==> config.mk <==
export PLATFORM = sky130hd
export DESIGN_NAME = yuyv_to_rgb565_converter_top
export DESIGN_NICKNAME = d
export VERILOG_FILES = /design/src/hdl/yuyv2rgb_pkg.sv /design/src/hdl/yuyv_to_rgb565_converter_top.sv
export VERILOG_INCLUDE_DIRS = /design/src /design/src/hdl
export SDC_FILE = /design/constraint.sdc
export NUM_CORES = 1
export LEC_CHECK = 0
export ABC_AREA = 1
export BUFFER_PORTS_ARGS = -buffer_cell sky130_fd_sc_hd__buf_4
export CAP_MARGIN = 10
export CORE_MARGIN = 2
export CORE_UTILIZATION = 40
export CTS_CLUSTER_SIZE = 24
export DETAILED_ROUTE_END_ITERATION = 8
export PLACE_DENSITY = 0.53
export SLEW_MARGIN = 25
export SYNTH_ARGS = -nofsm -noshare
export SYNTH_HDL_FRONTEND = slang
export SYNTH_SLANG_ARGS = --single-unit
==> constraint.sdc <==
create_clock -name clk -period 15.1 [get_ports clk]
set_input_delay 3.02 -clock clk [delete_from_list [all_inputs] [get_ports clk]]
set_output_delay 3.02 -clock clk [all_outputs]
set_load 0.01 [all_outputs]
==> src/hdl/yuyv_to_rgb565_converter_top_macros.svh <==
// Assertion macros for the YUYV to RGB565 converter.
// Included by modules that carry concurrent checks; no other dependencies.
`ifndef YUYV_TO_RGB565_CONVERTER_TOP_MACROS_SVH
`define YUYV_TO_RGB565_CONVERTER_TOP_MACROS_SVH

// Same-cycle implication, checked out of reset.
`define YUYV2RGB_ASSERT_SAME(lbl, clk, rstn, ante, cons) \
  lbl: assert property (@(posedge clk) disable iff (!rstn) (ante) |-> (cons)) \
    else $error("check failed: consequent missing in same cycle");

// Next-cycle implication, checked out of reset.
`define YUYV2RGB_ASSERT_NEXT(lbl, clk, rstn, ante, cons) \
  lbl: assert property (@(posedge clk) disable iff (!rstn) (ante) |=> (cons)) \
    else $error("check failed: consequent missing in next cycle");

`endif

==> src/hdl/yuyv2rgb_pkg.sv <==
// Types, coefficients and helpers for the YUYV to RGB565 converter.
// No dependencies; imported by the converter top level.
`default_nettype none

package yuyv2rgb_pkg;

  typedef struct packed {
    logic [7:0] luma_first;
    logic [7:0] chroma_blue;
    logic [7:0] luma_second;
    logic [7:0] chroma_red;
  } yuyv_t;

  typedef struct packed {
    logic [15:0] pixel_first;
    logic [15:0] pixel_second;
  } rgb_pair_t;

  localparam logic [7:0] CHROMA_OFFSET = 8'd128;

  // Fixed-point coefficients, scaled by 256
  localparam logic signed [8:0] COEF_R_CR = 9'sd104;
  localparam logic signed [8:0] COEF_G_CB = 9'sd89;
  localparam logic signed [8:0] COEF_G_CR = 9'sd183;
  localparam logic signed [8:0] COEF_B_CB = 9'sd199;

  localparam int unsigned CHAN_W = 11;  // signed channel sum before clamping
  localparam int unsigned PROD_W = 18;  // 9x9 signed product

  function automatic logic [7:0] sat8(input logic signed [CHAN_W-1:0] v);
    logic [7:0] res;
    if (v < 0) begin
      res = 8'd0;
    end else if (v > $signed(CHAN_W'(255))) begin
      res = 8'hFF;
    end else begin
      res = v[7:0];
    end
    return res;
  endfunction

  function automatic logic [15:0] pack565(input logic [7:0] r, input logic [7:0] g,
                                          input logic [7:0] b);
    return {r[7:3], g[7:2], b[7:3]};
  endfunction

endpackage

`default_nettype wire

==> src/hdl/yuyv_to_rgb565_converter_top.sv <==
// YUYV 4:2:2 to RGB565 converter, four register stages.
// Depends on yuyv2rgb_pkg and yuyv_to_rgb565_converter_top_macros.svh.
// Takes one YUYV group per clock unless in_stall; returns one item of two RGB565 pixels.
// Four register stages: chroma offset, coefficient multiply, channel sums, then clamp and
// pack into the output register; out_valid rises once the accepted group leaves stage 3.
// Each stage has its own valid bit and advances whenever the stage after it is empty or
// moving, so bubbles are squeezed out and in_stall rises only when every stage is full and
// out_stall holds the output item. Sustained rate is one item per cycle unless out_stall.
`default_nettype none

module yuyv_to_rgb565_converter_top (
  input  wire logic                     clk,
  input  wire logic                     rst_n,
  input  wire logic                     in_valid,
  output logic                          in_stall,
  input  wire yuyv2rgb_pkg::yuyv_t      in_data,
  output logic                          out_valid,
  input  wire logic                     out_stall,
  output yuyv2rgb_pkg::rgb_pair_t       out_data
);

  import yuyv2rgb_pkg::*;

  `include "yuyv_to_rgb565_converter_top_macros.svh"

  // stage enables
  logic en1, en2, en3, en_o;

  // stage 1: offset-removed chroma
  logic                    v1_r;
  logic [7:0]              y0_1_r, y1_1_r;
  logic signed [8:0]       d_1_r, e_1_r;

  // stage 2: products
  logic                    v2_r;
  logic [7:0]              y0_2_r, y1_2_r;
  logic signed [8:0]       d_2_r, e_2_r;
  logic signed [PROD_W-1:0] prc_2_r, pgb_2_r, pgr_2_r, pbb_2_r;

  // stage 3: unclamped channels, shared chroma terms
  logic                    v3_r;
  logic signed [CHAN_W-1:0] r0_3_r, g0_3_r, b0_3_r, r1_3_r, g1_3_r, b1_3_r;

  // output register
  logic                    out_valid_r;
  rgb_pair_t               out_data_r;

  // chroma contributions, shared by both pixels
  logic signed [CHAN_W-1:0] r_add, g_add, b_add;
  logic signed [CHAN_W-1:0] y0_s, y1_s;

  assign en_o = !out_valid_r || !out_stall;
  assign en3  = !v3_r || en_o;
  assign en2  = !v2_r || en3;
  assign en1  = !v1_r || en2;

  assign in_stall  = !en1;
  assign out_valid = out_valid_r;
  assign out_data  = out_data_r;

  always_comb begin
    r_add = CHAN_W'(d_2_r) + CHAN_W'(prc_2_r >>> 8);
    g_add = -CHAN_W'(pgb_2_r >>> 8) - CHAN_W'(pgr_2_r >>> 8);
    b_add = CHAN_W'(e_2_r) + CHAN_W'(pbb_2_r >>> 8);
    y0_s  = $signed({{(CHAN_W-8){1'b0}}, y0_2_r});
    y1_s  = $signed({{(CHAN_W-8){1'b0}}, y1_2_r});
  end

  // valid bits
  always_ff @(posedge clk) begin
    if (!rst_n) begin
      v1_r        <= 1'b0;
      v2_r        <= 1'b0;
      v3_r        <= 1'b0;
      out_valid_r <= 1'b0;
    end else begin
      if (en1)  v1_r        <= in_valid;
      if (en2)  v2_r        <= v1_r;
      if (en3)  v3_r        <= v2_r;
      if (en_o) out_valid_r <= v3_r;
    end
  end

  // datapath, no reset
  always_ff @(posedge clk) begin
    if (en1) begin
      y0_1_r <= in_data.luma_first;
      y1_1_r <= in_data.luma_second;
      d_1_r  <= $signed({1'b0, in_data.chroma_red})  - $signed({1'b0, CHROMA_OFFSET});
      e_1_r  <= $signed({1'b0, in_data.chroma_blue}) - $signed({1'b0, CHROMA_OFFSET});
    end
    if (en2) begin
      y0_2_r  <= y0_1_r;
      y1_2_r  <= y1_1_r;
      d_2_r   <= d_1_r;
      e_2_r   <= e_1_r;
      prc_2_r <= PROD_W'(d_1_r) * PROD_W'(COEF_R_CR);
      pgb_2_r <= PROD_W'(e_1_r) * PROD_W'(COEF_G_CB);
      pgr_2_r <= PROD_W'(d_1_r) * PROD_W'(COEF_G_CR);
      pbb_2_r <= PROD_W'(e_1_r) * PROD_W'(COEF_B_CB);
    end
    if (en3) begin
      r0_3_r <= y0_s + r_add;
      g0_3_r <= y0_s + g_add;
      b0_3_r <= y0_s + b_add;
      r1_3_r <= y1_s + r_add;
      g1_3_r <= y1_s + g_add;
      b1_3_r <= y1_s + b_add;
    end
    if (en_o) begin
      out_data_r.pixel_first  <= pack565(sat8(r0_3_r), sat8(g0_3_r), sat8(b0_3_r));
      out_data_r.pixel_second <= pack565(sat8(r1_3_r), sat8(g1_3_r), sat8(b1_3_r));
    end
  end

  // input only backs up when the whole pipe is full behind a held output
  `YUYV2RGB_ASSERT_SAME(a_stall_only_when_full, clk, rst_n, in_stall,
                        out_valid && out_stall && v1_r && v2_r && v3_r)
  // an accepted item always lands in stage 1
  `YUYV2RGB_ASSERT_NEXT(a_accept_fills_s1, clk, rst_n, in_valid && !in_stall, v1_r)
  // a stage 3 item that moves always reaches the output register
  `YUYV2RGB_ASSERT_NEXT(a_s3_to_out, clk, rst_n, v3_r && en_o, out_valid)

endmodule

`default_nettype wire

# Word-level counts from Yosys, hierarchy flattened
# Cells that the tools add are included.
[word_totals]
output_inout_bits = 34
inputBits = 36
wordCells = 72
ff_bits = 237
[op_classes]
addsub = 12
order_cmp = 12
n_mul = 4
reduce_logical = 10
muxes = 6
[op_table]
columns = ["op", "count"]
rows = [
  ["$add 9x11->11", 6],
  ["$gt 11x9->1 const B", 6],
  ["$lt 11x1->1 const B", 6],
  ["$mux 8", 6],
  ["$mul 9x9->18 const B", 2],
  ["$sub 8x8->9 const B", 2],
  ["$mul 9x8->17 const B", 1],
  ["$mul 9x5->14 const B", 1],
  ["$add 9x10->11", 1],
  ["$neg 9->11", 1],
  ["$sub 11x10->11", 1],
  ["$add 9x9->10", 1],
  ["$logic_not 1->1", 6],
  ["$logic_or 1x1->1", 4],
]

# Longest topological paths before layout
[logic_depth]
depth_word = 6
ltp_mapped = 19
ltp_nobuf = 19

# Worst setup path before layout
# No wires, ideal clock.
[synth_timing]
kind = "input -> output"
startpoint = "input out_stall"
endpoint = "output in_stall"
required_time_ns = 12.080
t_arrival_ns = 6.684
path_buffers = 0
cell_stages = 6
setup_slack_ns = 5.396
cell_sequence = "nand2_1 nor2_1 inv_1 nor2_1 inv_1 nor2_1"
[synth_between]
elab_chain_cells = 6
[synth_lines]
columns = ["item", "line_no", "text"]
rows = [
  ["start: declaration", "yuyv_to_rgb565_converter_top.sv:18", "input wire logic out_stall,"],
  ["$logic_not 1->1", "yuyv_to_rgb565_converter_top.sv:52", "assign en_o = !out_valid_r || !out_stall;"],
  ["$logic_or 1x1->1", "yuyv_to_rgb565_converter_top.sv:52", ""],
  ["$logic_or 1x1->1", "yuyv_to_rgb565_converter_top.sv:53", "assign en3 = !v3_r || en_o;"],
  ["net en3", "yuyv_to_rgb565_converter_top.sv:27", "logic en1, en2, en3, en_o;"],
  ["$logic_or 1x1->1", "yuyv_to_rgb565_converter_top.sv:54", "assign en2 = !v2_r || en3;"],
  ["net en2", "yuyv_to_rgb565_converter_top.sv:27", ""],
  ["$logic_or 1x1->1", "yuyv_to_rgb565_converter_top.sv:55", "assign en1 = !v1_r || en2;"],
  ["$logic_not 1->1", "yuyv_to_rgb565_converter_top.sv:57", "assign in_stall = !en1;"],
  ["end: declaration", "yuyv_to_rgb565_converter_top.sv:15", "output logic in_stall,"],
]
# The timed path passes the listed nets, and every way through them passes these cells.

# Final worst setup path
[layout_timing]
startpoint = "input out_stall"
endpoint = "output in_stall"
[layout_between]
elab_chain_cells = 6
[layout_lines]
columns = ["item", "line_no"]
rows = [
  ["$logic_not 1->1", "yuyv_to_rgb565_converter_top.sv:52"],
  ["$logic_or 1x1->1", "yuyv_to_rgb565_converter_top.sv:52"],
  ["net en_o", "yuyv_to_rgb565_converter_top.sv:27"],
  ["$logic_or 1x1->1", "yuyv_to_rgb565_converter_top.sv:53"],
  ["net en3", "yuyv_to_rgb565_converter_top.sv:27"],
  ["$logic_or 1x1->1", "yuyv_to_rgb565_converter_top.sv:54"],
  ["net en2", "yuyv_to_rgb565_converter_top.sv:27"],
  ["$logic_or 1x1->1", "yuyv_to_rgb565_converter_top.sv:55"],
  ["$logic_not 1->1", "yuyv_to_rgb565_converter_top.sv:57"],
]
# The timed path passes the listed nets, and every way through them passes these cells.

==> qor.csv <==
metric,value,unit
antenna_cells,0,
dp_hpwl,22.38,mm
grt_pass1_vias,9406,
crit_type,in -> out,
cp-end-kind,primary output,
ant_nets,0,
antenna_found_initial,0,
cts.sinks,188,
via_count,9649,
synth.yosys.seq_area_share,38.96,%
grt_pass1_wl,46.42,mm
vdd_drop_max,0.0001584,V
tritoncts,done,
die_y,193.7,um
fin_cells,2054,
ys_ff_latch,188,
clockBufferDepth,2,
power-per-cell-area,238.6,mW/mm^2
cts_resized,0,
worst_ep_arrival_time,5370,ps
crit_path_cell_trace,buf_4 -> nand2_1 -> buf_4 -> nor2_1 -> inv_2 -> buf_4 -> nor2_1 -> inv_2 -> buf_4 -> nor2_1 -> buf_4,
path_common_cell,buf_4,
clock_latency,440,ps
crit_slowest_cell,buf_4,
fmax,119.2,MHz
post_drt_via_cell_ratio,4.698,
dr.first_iter.drc_count,412,
post-route-period-util,55.55,%
grt_max_degree,73,
dieArea,0.03750,mm^2
place_ws,6616,ps
worst_slew_pin_slew,945.7,ps
nNetsFinal,1886,
core_area,0.03548,mm^2
status,finished clean,
fin_ws,6712,ps
overflow,0,
nFillCells,3407,
synthArstFlopShare,0,%
ios,70,
final_common_cell,inv_1,
cts_made_buffers,17,
num_rows,69,
synth_warnings,0,
finalHoldViolations,0,
critPathLaunchType,primary input,
finalWirelength,27.28,mm
drv_cap,0,
maxSlewViolCount,0,
avgSynthCellArea,9.656,um^2
drcViolationCount,0,
cts_max_level,4,
grtUsageTotal,15.26,%
cpPeakStageDelay,640,ps
p_leak,8.004,nW
synth_edf_count,184,
final_cell_mix,"inv_1, nand2_1, ha_1, edfxtp_1, a21oi_1",
ff2ff_setup_slack,10520,ps
ys_types,38,
start_util,40.55,%
critPathBufInv,7,
place_congestion,0.8588,
syn_area,0.01439,mm^2
path_clk_slew,70,ps
ctsHoldBuffers,0,
seqCellArea,0.005605,mm^2
area_delta_synth_final,11.86,%
setup_viol,0,
hp-class,reg -> reg,
fin_util,45.36,%
drt-pass1-iter-count,5,
synthFlopType,edfxtp_1,
finalPower,3.840,mW
critPathTopFamily,buffers and inverters,
critPathRequiredTime,12080,ps
wire_per_inst,13.28,um
multi_input_area,0.007609,mm^2
rsz0062_at_grt,no,
relSlewSlack,36.95,%
die_x,193.7,um
root_buffer,clkbuf_16,
syn_nets,1796,
fin_skew,11.60,ps
syn-instance-count,1490,
portBuffers,69,
numPlacedInstances,2022,
crit_fanout,72,
cts_setup_buffers,0,
fin_crit,8388,ps
fin_tns_setup,0,ps
drive_gt1_share,8.286,%
==> through the flow <==
step	hold slack (ps)	area, um^2
after detailed placement	405.6	15500
after CTS	424.8	16090
after global placement	409.3	15500
final	424.0	16090
after floorplan	400.3	14390
after global routing	429.8	16090
==> kinds of logic (layout without fill, tap and decap cells) <==
logic type                 Yosys count  after routing  synth area share [%]
xor gates and xnor gates            90             90                 5.479
adders and majority gates          270            270                 26.92
DFF                                188            188                 38.96
and+or+nand+nor                    455            455                 13.49
buffers and inverters              310            413                 8.157
AOI/OAI and AO/OA                  177            177                 6.992
==> area by class of cell <==
type / instances / share of cell area [%]
clock buffers: 20 / 2.713
clock inverters: 12 / 0.9951
inverters: 308 / 7.199
multi-input cells: 992 / 47.28
flip-flops and latches: 188 / 34.83
well taps: 461 / 3.584
repair buffers: 73 / 3.405
==> Yosys cell counts, types with 5 or more instances <==
cell type  count  area [um^2]
a31oi_1        9        56.30
nand2_2        7        43.79
o21ai_0       12        60.06
nor2_1        79        296.5
fa_1          66         1321
o211ai_1       5        37.54
nand3_2        5        50.05
nor3_1         7        35.03
a21oi_1      114        570.6
xnor2_1       34        297.8
nand2_1      258        968.4
ha_1         204         2552
edfxtp_1     184         5525
nand4_1       16        100.1
xor2_1        56        490.5
o21bai_1       8        60.06
a21o_1        12        90.09
nand3_1       76        380.4
inv_1        305         1145
==> flip-flops by register name, summed over array words and instances (netlist names), 8 cells and up <==
register / flops
g1_3_r: 9
r1_3_r: 8
g0_3_r: 9
y0_2_r: 8
r0_3_r: 8
out_data: 32
pbb_2_r: 10
e_1_r: 8
y1_1_r: 8
b1_3_r: 8
pgr_2_r: 10
e_2_r: 8
d_1_r: 8
y1_2_r: 8
b0_3_r: 8
prc_2_r: 9
d_2_r: 8
y0_1_r: 8
pgb_2_r: 9
==> worst register-to-register path, delay by kind of cell, from the launching register on <==
kind / cells / cell delay [ps]
DFF: 1 / 880
buffers and inverters: 2 / 90
adders and majority gates: 5 / 2340
and+or+nand+nor: 6 / 520
AOI/OAI and AO/OA: 2 / 320
xor gates and xnor gates: 1 / 170
==> where the power goes <==
| group | switching [mW] | internal, mW | total [mW] |
|---|---|---|---|
| clock network | 0.192 | 0.262 | 0.454 |
| registers | 0.0678 | 0.912 | 0.979 |
| logic | 1.45 | 0.961 | 2.41 |
==> routing by layer <==
| metal | part of all wire, % | global-route usage, % |
|---|---|---|
| met1 | 47 | 19.76 |
| met5 | 0 | 0 |
| met3 | 2.8 | 2.209 |
| met2 | 48 | 25.98 |
| met4 | 2.5 | 5.598 |
==> path summary, 6_finish.rpt <==
| check | from | to | depth (start not counted) |
|---|---|---|---|
| setup / recovery | out_stall | in_stall | 11 |
| hold / removal | y1_1_r[1]$_DFFE_PN_ | y1_2_r[1]$_DFFE_PP_ | 0 |
| setup reg to reg | d_1_r[7]$_DFFE_PN_ | pgr_2_r[17]$_DFFE_PP_ | 16 |
| hold reg to reg | y1_1_r[1]$_DFFE_PN_ | y1_2_r[1]$_DFFE_PP_ | 0 |
No activity file was read; power rests on OpenSTA's default activity.
